File: src/rtl/bmq_pkg.sv
// Shared types and constants for the bounded multi-queue block.
// Request/result payload structs, command and result codes, config register indexes.
// No dependencies.
`default_nettype none

package bmq_pkg;

	// Defaults for the top-level parameters
	localparam int NUM_QUEUES_DEF  = 32;
	localparam int QUEUE_DEPTH_DEF = 8;
	localparam int TAG_WIDTH_DEF   = 16;

	// Fixed field widths on the ports
	localparam int QSEL_W     = 5;
	localparam int TAG_PORT_W = 16;
	localparam int COUNT_W    = 4;
	localparam int CODE_W     = 3;
	localparam int QUSE_W     = 6;
	localparam int MAXQ_W     = 4;
	localparam int CFG_DATA_W = 6;

	localparam logic [QUSE_W-1:0] RESET_QUEUES_IN_USE = QUSE_W'(21);
	localparam logic [MAXQ_W-1:0] RESET_MAX_PER_QUEUE = MAXQ_W'(5);

	// Depth of the queue between front and back
	localparam int OP_FIFO_DEPTH = 2;

	typedef enum logic {
		CMD_ADD  = 1'b0,
		CMD_TAKE = 1'b1
	} cmd_t;

	typedef enum logic [CODE_W-1:0] {
		CODE_HEAD    = 3'd0,
		CODE_TAIL    = 3'd1,
		CODE_FULL    = 3'd2,
		CODE_INVALID = 3'd3,
		CODE_SERVED  = 3'd4,
		CODE_EMPTY   = 3'd5
	} result_code_t;

	typedef enum logic {
		CFG_QUEUES_IN_USE = 1'b0,
		CFG_MAX_PER_QUEUE = 1'b1
	} cfg_reg_t;

	typedef struct packed {
		cmd_t                  cmd;
		logic [QSEL_W-1:0]     queue_sel;
		logic                  urgent;
		logic [TAG_PORT_W-1:0] entry_tag;
	} req_item_t;

	typedef struct packed {
		result_code_t          result_code;
		logic [TAG_PORT_W-1:0] served_tag;
		logic [COUNT_W-1:0]    queue_count;
	} res_item_t;

	// Classified request handed from front to back
	typedef struct packed {
		req_item_t          item;
		logic               q_ok;
		logic [MAXQ_W-1:0]  limit;
	} op_t;

endpackage

`default_nettype wire

File: src/rtl/bmq_front.sv
// Front end: holds the config registers, accepts requests and classifies them.
// Checks the queue number, clamps the per-queue limit and pushes ops to the op queue.
// Depends on bmq_pkg.
`default_nettype none

module bmq_front import bmq_pkg::*; #(
	parameter int NUM_QUEUES  = NUM_QUEUES_DEF,
	parameter int QUEUE_DEPTH = QUEUE_DEPTH_DEF
) (
	input  wire logic                  clk,
	input  wire logic                  arst_n,
	input  wire logic                  start,
	output logic                       busy,
	input  wire req_item_t             request,
	input  wire logic                  cfg_valid,
	output logic                       cfg_ready,
	input  wire cfg_reg_t              cfg_index,
	input  wire logic [CFG_DATA_W-1:0] cfg_data,
	input  wire logic                  fifo_full,
	output logic                       push,
	output op_t                        op
);

	logic [QUSE_W-1:0] queues_q;
	logic [MAXQ_W-1:0] max_q;

	assign cfg_ready = 1'b1;

	always_ff @(posedge clk or negedge arst_n) begin
		if (!arst_n) begin
			queues_q <= RESET_QUEUES_IN_USE;
			max_q    <= RESET_MAX_PER_QUEUE;
		end else if (cfg_valid && cfg_ready) begin
			case (cfg_index)
				CFG_QUEUES_IN_USE: queues_q <= QUSE_W'(cfg_data);
				CFG_MAX_PER_QUEUE: max_q    <= MAXQ_W'(cfg_data);
				default: ;
			endcase
		end
	end

	assign busy = fifo_full;
	assign push = start && !busy;

	always_comb begin
		op.item  = request;
		op.q_ok  = (32'(request.queue_sel) < 32'(queues_q)) &&
		           (32'(request.queue_sel) < NUM_QUEUES);
		// clamp the limit to the physical depth
		op.limit = (32'(max_q) > QUEUE_DEPTH) ? MAXQ_W'(QUEUE_DEPTH) : max_q;
	end

endmodule

`default_nettype wire

File: src/rtl/bmq_fifo.sv
// Short op queue between front and back, so each side stalls on its own.
// Register-based circular buffer of op_t.
// Depends on bmq_pkg.
`default_nettype none

module bmq_fifo import bmq_pkg::*; #(
	parameter int DEPTH = OP_FIFO_DEPTH
) (
	input  wire logic clk,
	input  wire logic arst_n,
	input  wire logic push,
	input  wire op_t  push_op,
	output logic      full,
	input  wire logic pop,
	output logic      not_empty,
	output op_t       head_op
);

	localparam int PTR_W = (DEPTH > 1) ? $clog2(DEPTH) : 1;
	localparam int CNT_W = $clog2(DEPTH + 1);

	op_t              buf_q [DEPTH];
	logic [PTR_W-1:0] wr_ptr_q;
	logic [PTR_W-1:0] rd_ptr_q;
	logic [CNT_W-1:0] fill_q;
	logic             do_push;
	logic             do_pop;

	assign full      = (fill_q == CNT_W'(DEPTH));
	assign not_empty = (fill_q != '0);
	assign head_op   = buf_q[rd_ptr_q];
	assign do_push   = push && !full;
	assign do_pop    = pop && not_empty;

	always_ff @(posedge clk) begin
		if (do_push) begin
			buf_q[wr_ptr_q] <= push_op;
		end
	end

	always_ff @(posedge clk or negedge arst_n) begin
		if (!arst_n) begin
			wr_ptr_q <= '0;
			rd_ptr_q <= '0;
			fill_q   <= '0;
		end else begin
			if (do_push) begin
				wr_ptr_q <= (wr_ptr_q == PTR_W'(DEPTH - 1)) ? '0 : wr_ptr_q + PTR_W'(1);
			end
			if (do_pop) begin
				rd_ptr_q <= (rd_ptr_q == PTR_W'(DEPTH - 1)) ? '0 : rd_ptr_q + PTR_W'(1);
			end
			case ({do_push, do_pop})
				2'b10:   fill_q <= fill_q + CNT_W'(1);
				2'b01:   fill_q <= fill_q - CNT_W'(1);
				default: fill_q <= fill_q;
			endcase
		end
	end

endmodule

`default_nettype wire

File: src/rtl/bmq_back.sv
// Back end: executes one op per cycle against the per-queue head/count registers
// and the shared entry store; the result leaves in the cycle after the op is taken.
// Depends on bmq_pkg.
`default_nettype none

module bmq_back import bmq_pkg::*; #(
	parameter int NUM_QUEUES  = NUM_QUEUES_DEF,
	parameter int QUEUE_DEPTH = QUEUE_DEPTH_DEF,
	parameter int TAG_WIDTH   = TAG_WIDTH_DEF
) (
	input  wire logic clk,
	input  wire logic arst_n,
	input  wire logic op_valid,
	input  wire op_t  op,
	output logic      op_pop,
	output logic      done,
	output res_item_t result
);

	localparam int QW      = (NUM_QUEUES > 1) ? $clog2(NUM_QUEUES) : 1;
	localparam int PW      = $clog2(QUEUE_DEPTH);
	localparam int CW      = $clog2(QUEUE_DEPTH + 1);
	localparam int SW      = CW + 1;
	localparam int SLOTS   = NUM_QUEUES * QUEUE_DEPTH;
	localparam int AW      = $clog2(SLOTS);

	logic [PW-1:0]        head_q  [NUM_QUEUES];
	logic [CW-1:0]        count_q [NUM_QUEUES];
	logic [TAG_WIDTH-1:0] store_mem [SLOTS];

	logic [QW-1:0]        qi;
	logic [PW-1:0]        cur_head;
	logic [CW-1:0]        cur_cnt;
	logic [PW-1:0]        head_dec;
	logic [PW-1:0]        head_inc;
	logic [SW-1:0]        tail_sum;
	logic [PW-1:0]        tail_slot;
	logic [PW-1:0]        slot;
	logic [AW-1:0]        addr;
	logic [PW-1:0]        new_head;
	logic [CW-1:0]        new_cnt;
	logic [CW-1:0]        out_cnt;
	logic                 upd;
	logic                 do_wr;
	logic                 do_rd;
	result_code_t         code;

	logic                 done_s1;
	result_code_t         code_s1;
	logic [COUNT_W-1:0]   cnt_s1;
	logic                 served_s1;
	logic [TAG_WIDTH-1:0] rd_data_s1;

	// results cannot be held off, so take an op whenever one is waiting
	assign op_pop = op_valid;

	assign qi       = op.q_ok ? QW'(op.item.queue_sel) : '0;
	assign cur_head = head_q[qi];
	assign cur_cnt  = count_q[qi];
	assign head_dec = (cur_head == '0) ? PW'(QUEUE_DEPTH - 1) : cur_head - PW'(1);
	assign head_inc = (cur_head == PW'(QUEUE_DEPTH - 1)) ? '0 : cur_head + PW'(1);
	assign tail_sum = SW'(cur_head) + SW'(cur_cnt);
	// head + count stays below twice the depth: one subtract wraps it
	assign tail_slot = (tail_sum >= SW'(QUEUE_DEPTH)) ? PW'(tail_sum - SW'(QUEUE_DEPTH))
	                                                 : PW'(tail_sum);
	assign addr = AW'(32'(qi) * QUEUE_DEPTH + 32'(slot));

	always_comb begin
		code     = CODE_INVALID;
		new_head = cur_head;
		new_cnt  = cur_cnt;
		out_cnt  = '0;
		slot     = cur_head;
		upd      = 1'b0;
		do_wr    = 1'b0;
		do_rd    = 1'b0;
		if (op.q_ok) begin
			if (op.item.cmd == CMD_ADD) begin
				out_cnt = cur_cnt;
				if (32'(cur_cnt) >= 32'(op.limit)) begin
					code = CODE_FULL;
				end else begin
					upd     = 1'b1;
					do_wr   = 1'b1;
					new_cnt = cur_cnt + CW'(1);
					out_cnt = new_cnt;
					if (op.item.urgent) begin
						new_head = head_dec;
						slot     = head_dec;
						code     = CODE_HEAD;
					end else begin
						slot = tail_slot;
						code = CODE_TAIL;
					end
				end
			end else begin
				if (cur_cnt == '0) begin
					code = CODE_EMPTY;
				end else begin
					upd      = 1'b1;
					do_rd    = 1'b1;
					new_head = head_inc;
					new_cnt  = cur_cnt - CW'(1);
					out_cnt  = new_cnt;
					code     = CODE_SERVED;
				end
			end
		end
	end

	always_ff @(posedge clk or negedge arst_n) begin
		if (!arst_n) begin
			for (int i = 0; i < NUM_QUEUES; i++) begin
				head_q[i]  <= '0;
				count_q[i] <= '0;
			end
		end else if (op_pop && upd) begin
			head_q[qi]  <= new_head;
			count_q[qi] <= new_cnt;
		end
	end

	always_ff @(posedge clk) begin
		if (op_pop && do_wr) begin
			store_mem[addr] <= TAG_WIDTH'(op.item.entry_tag);
		end
		if (op_pop && do_rd) begin
			rd_data_s1 <= store_mem[addr];
		end
	end

	always_ff @(posedge clk or negedge arst_n) begin
		if (!arst_n) begin
			done_s1 <= 1'b0;
		end else begin
			done_s1 <= op_pop;
		end
	end

	always_ff @(posedge clk) begin
		if (op_pop) begin
			code_s1   <= code;
			cnt_s1    <= COUNT_W'(out_cnt);
			served_s1 <= do_rd;
		end
	end

	assign done               = done_s1;
	assign result.result_code = code_s1;
	assign result.served_tag  = served_s1 ? TAG_PORT_W'(rd_data_s1) : '0;
	assign result.queue_count = cnt_s1;

endmodule

`default_nettype wire

File: src/rtl/bounded_multi_queue_priority_insert_top.sv
// Bounded multi-queue with urgent head insert: top level.
// Path: a request goes through the op queue, then the back-end result register drives done.
// Throughput: one request per cycle; the back end retires one op each cycle through
// a single entry-store port, and busy rises only when the two-entry op queue is full.
// Reset: asynchronous, clears head pointers, counts and config to defaults; the entry
// store is not cleared. Results cannot be stalled by the receiver.
`default_nettype none

module bounded_multi_queue_priority_insert_top import bmq_pkg::*; #(
	parameter int NUM_QUEUES  = NUM_QUEUES_DEF,
	parameter int QUEUE_DEPTH = QUEUE_DEPTH_DEF,
	parameter int TAG_WIDTH   = TAG_WIDTH_DEF
) (
	input  wire logic                  clk,
	input  wire logic                  arst_n,
	input  wire logic                  start,
	output logic                       busy,
	input  wire req_item_t             request,
	output logic                       done,
	output res_item_t                  result,
	input  wire logic                  cfg_valid,
	output logic                       cfg_ready,
	input  wire cfg_reg_t              cfg_index,
	input  wire logic [CFG_DATA_W-1:0] cfg_data
);

	logic fifo_full;
	logic push;
	op_t  push_op;
	logic pop;
	logic not_empty;
	op_t  head_op;

	bmq_front #(
		.NUM_QUEUES  (NUM_QUEUES),
		.QUEUE_DEPTH (QUEUE_DEPTH)
	) u_front (
		.clk       (clk),
		.arst_n    (arst_n),
		.start     (start),
		.busy      (busy),
		.request   (request),
		.cfg_valid (cfg_valid),
		.cfg_ready (cfg_ready),
		.cfg_index (cfg_index),
		.cfg_data  (cfg_data),
		.fifo_full (fifo_full),
		.push      (push),
		.op        (push_op)
	);

	bmq_fifo #(
		.DEPTH (OP_FIFO_DEPTH)
	) u_fifo (
		.clk       (clk),
		.arst_n    (arst_n),
		.push      (push),
		.push_op   (push_op),
		.full      (fifo_full),
		.pop       (pop),
		.not_empty (not_empty),
		.head_op   (head_op)
	);

	bmq_back #(
		.NUM_QUEUES  (NUM_QUEUES),
		.QUEUE_DEPTH (QUEUE_DEPTH),
		.TAG_WIDTH   (TAG_WIDTH)
	) u_back (
		.clk      (clk),
		.arst_n   (arst_n),
		.op_valid (not_empty),
		.op       (head_op),
		.op_pop   (pop),
		.done     (done),
		.result   (result)
	);

endmodule

`default_nettype wire
File: config.mk
export PLATFORM = sky130hd
export DESIGN_NAME = bounded_multi_queue_priority_insert_top
export DESIGN_NICKNAME = d
export VERILOG_FILES = /design/src/rtl/bmq_pkg.sv /design/src/rtl/bmq_front.sv /design/src/rtl/bmq_fifo.sv /design/src/rtl/bmq_back.sv /design/src/rtl/bounded_multi_queue_priority_insert_top.sv
export SDC_FILE = /design/constraint.sdc
export NUM_CORES = 2
export LEC_CHECK = 0
export BUFFER_PORTS_ARGS = -buffer_cell sky130_fd_sc_hd__buf_4
export CORE_MARGIN = 4
export CORE_UTILIZATION = 35
export CTS_CLUSTER_DIAMETER = 100
export DETAILED_ROUTE_END_ITERATION = 10
export SKIP_LAST_GASP = 1
export SLEW_MARGIN = 5
export SYNTH_ARGS = -nofsm -noshare
export SYNTH_HDL_FRONTEND = slang
export SYNTH_MEMORY_MAX_BITS = 65536
export SYNTH_SLANG_ARGS = --single-unit
File: constraint.sdc
create_clock -name clk -period 7.5 [get_ports clk]
set_input_delay 0.75 -clock clk [delete_from_list [all_inputs] [get_ports clk]]
set_output_delay 0.75 -clock clk [all_outputs]
set_load 0.05 [all_outputs]
==> impl_metrics.tcl <==
set metrics [dict create \
    cts_buffers 432 \
    async_flop_share_pct 5.41 \
    synth-edff-count 4176 \
    synthToLayoutAreaGrowth_pct 19.8 \
    routedWlPerCell_um 30.7 \
    wl_met1_mm 210 \
    multiInputGateArea_um2 33500 \
    grt_pass1_wl_mm 760 \
    drt-pass1-iter-count 11 \
    drtIter0Drc 16100 \
    fp-row-count 253 \
    rsz0062_at_grt "no" \
    cts.sinks 4415 \
    wl_met2_mm 243 \
    setup_viol 0 \
    fmax_mhz 136 \
    avgSynthCellArea_um2 17.3 \
    clock_latency_ns 1.01 \
    die_y_um 700 \
    synth_warnings 0 \
    endpoint_kind "flop" \
    synth_area_um2 168000 \
    port_buffers 58 \
    slew_violations 0 \
    syn_inst 9663 \
    dp_hpwl_mm 332 \
    core-area_um2 476000 \
    top_layer_used "met5" \
    cp_max_fo 36 \
    timing.final.crit_share_pct 98.2 \
    h-tree-depth 5 \
    path_clk_slew_ns 0.06 \
    tightest_slew_ns 1.34 \
    grt_max_degree 189 \
    hold_class "in2reg" \
    fin_crit_ns 7.37 \
    fill_cells 41500 \
    hold_viol 0 \
    die-area_um2 490000 \
    vias 105000 \
    syn_nets 9715 \
    grt_overflow 0 \
    seq_area_frac_synth_pct 78.4 \
    drt_wl_total_mm 538 \
    tns_ns 0 \
    failed_checks "design-rule violations" \
    clockBufferDepth 4 \
    critical_path_class "reg2reg" \
    cp.required_ns 8.23 \
    skew_ns 0.0844 \
    die_w_um 700 \
    clockRootBuffer "clkbuf_16" \
    grt_pass1_vias 102000 \
    dominantRegCellSynth "edfxtp_1" \
    route.met3.wl_mm 61.3 \
    yosysUniqueCellTypes 89 \
    max-slew-margin-rel_pct 10.4 \
    ant_nets 0 \
    cap_violations 0 \
    status "finished, violations left" \
    ioPinCount 60 \
    drcViolationCount 1 \
    tritoncts "done" \
    place_congestion 0.909 \
    fin_nets 10800 \
    seqCellArea_um2 131000 \
    initial_core_util_pct 35.2 \
    post_drt_via_cell_ratio 5.99 \
    critPathArrivalTime_ns 8.10 \
    cp-start-kind "flop" \
    grt_use_total_pct 21.1 \
    antenna_found_initial 34 \
    synth_seq_cells 4415 \
    drive_above_1_share_pct 21.2 \
]
==> final cells by class <==
type                            instances  area share, %
Inverter                               19         0.0355
Clock inverter                        277           1.43
Timing Repair Buffer                 1409           6.74
Sequential cell                      4415           65.5
Antenna cell                           25         0.0312
Tap cell                             6375           3.97
Multi-Input combinational cell       4495           16.7
Clock buffer                          524           5.65
==> final timing paths <==
check	from	end	slack (ns)	cells after the start
setup / recovery	u_fifo.rd_ptr_q$_DFFE_PN0P_	u_back.rd_data_s1[4]$_DFFE_PP_	0.13	26
max in group asynchronous	arst_n	u_back.count_q[30]$_DFFE_PN0P_	5.83	3
hold / removal	cfg_index	u_front.queues_q[4]$_DFFE_PN1P_	0.19	4
hold reg to reg	u_back.head_q[58]$_DFFE_PN0P_	u_back.head_q[58]$_DFFE_PN0P_	0.50	1
setup reg to reg	u_fifo.rd_ptr_q$_DFFE_PN0P_	u_back.rd_data_s1[4]$_DFFE_PP_	0.13	26
min in group asynchronous	arst_n	u_front.queues_q[5]$_DFFE_PN0P_	0.29	2
==> cell usage in the layout, fill, tap and decap left out, types with 15 or more instances in the layout <==
master         instances
dfrtp_1              233
edfxtp_1            4176
and3_1                15
nor4_1                25
o32a_1                19
and2_1                19
nor2_1               295
clkinv_2              73
o31ai_1               17
or4_1                 15
o21ai_0              271
mux2_8                16
buf_4               1148
a22o_1               857
clkinv_1             103
dlygate4sd3_1         30
ha_1                  17
a21oi_1              240
a221oi_1             886
mux2_2               235
inv_1                 16
o22ai_1              449
mux2i_1               77
diode_2               25
a31oi_1               18
buf_12               228
nand2_2               16
nor2_2                17
o221ai_1              23
a22oi_1              301
clkinvlp_4            20
nand2_1              290
clkbuf_16            439
nand3_1               94
nor3_1                17
bufinv_16             47
nand4_1               46
clkbuf_1              80
==> metrics by stage <==
step	setup slack, ns	instances	util [%]	cell area (µm²)	hold slack [ns]
after floorplan	-0.152	9663	-	168000	0.454
after global placement	-0.696	16700	39.1	186000	0.482
after detailed placement	-0.756	16700	39.1	186000	0.487
after CTS	-0.0200	17500	42.1	201000	0.114
after global routing	0.000190	17500	42.2	201000	0.204
final	0.132	17500	42.2	201000	0.192
==> cells by family (layout without fill, tap and decap cells) <==
| family | Yosys count | in the layout | synth area share [%] |
|---|---|---|---|
| flops | 4415 | 4415 | 78.4 |
| compound gates | 3223 | 3223 | 14.8 |
| simple gates | 914 | 914 | 2.44 |
| buf+inv | 753 | 2229 | 1.99 |
| mux | 331 | 331 | 2.18 |
| fa+ha+maj | 18 | 18 | 0.139 |
| xor+xnor | 8 | 8 | 0.0418 |
| other cells | 1 | 26 | 0.00224 |
==> repair_timing <==
item / 4_1_cts / 5_1_grt
setup endpoints to repair: 10 / 11
endpoints found under the hold margin: 107 / 0
hold buffers: 30 / 0
pin swaps: 2 / 5
gates cloned: 0 / 0
setup buffers: 3 / 8
resized for setup: 22 / 9
==> worst max-delay path, cell delays in order (launching register included) <==
cell and delay [ns]:
dfrtp_4 0.50, buf_4 0.18, and4b_1 0.24, or2_4 0.35, buf_4 0.20, a221oi_1 0.36
o22ai_1 0.18, nor4_4 0.45, inv_2 0.13, ha_1 0.31, a21o_1 0.12, a21oi_1 0.10
o211a_1 0.32, nand3_1 0.16, nor3_2 0.07, a311o_2 0.50, buf_4 0.26, buf_12 0.21
buf_4 0.22, a22oi_1 0.16, a21oi_1 0.09, or4_1 0.59, a21oi_1 0.34, buf_4 0.18
a41oi_1 0.32, buf_4 0.27, a221o_1 0.30
==> registers in the layout, summed over array words and instances, names as in the netlist <==
signal             count
u_back.served_s1       1
u_fifo.buf_q          56
u_fifo.rd_ptr_q        1
u_back.code_s1         3
u_back.store_mem    4096
u_back.head_q         96
u_front.queues_q       6
u_back.count_q       128
u_fifo.wr_ptr_q        1
u_back.rd_data_s1     16
u_back.done            1
u_fifo.fill_q          2
u_front.max_q          4
u_back.cnt_s1          4
==> cells in the mapped netlist, types with 19 or more instances <==
cell / count / area (µm²)
buf_2: 271 / 1360
nor3_1: 21 / 105
buf_1: 86 / 323
edfxtp_1: 4176 / 125000
o221ai_1: 25 / 219
mux2_2: 251 / 2830
a31oi_1: 19 / 119
and2_1: 21 / 131
nor4_1: 30 / 188
a221oi_1: 886 / 7760
o21ai_0: 278 / 1390
dfrtp_1: 234 / 5860
mux2i_1: 78 / 781
o32a_1: 19 / 190
a22o_1: 857 / 7510
nand4_1: 46 / 288
buf_4: 23 / 173
a22oi_1: 302 / 2270
nand3_1: 94 / 470
nand2_1: 307 / 1150
a21oi_1: 245 / 1230
o22ai_1: 450 / 2820
nor2_1: 318 / 1190
clkbuf_1: 344 / 1290
==> layer usage <==
metal	vias up	global-route usage [%]
li1	43000	-
met1	54200	29.1
met2	6776	32.4
met3	1140	4.79
met4	18	8.29
met5	-	0
Power is not shown: default switching activity piles up to over one toggle a cycle in this logic, so the estimate is an artifact.
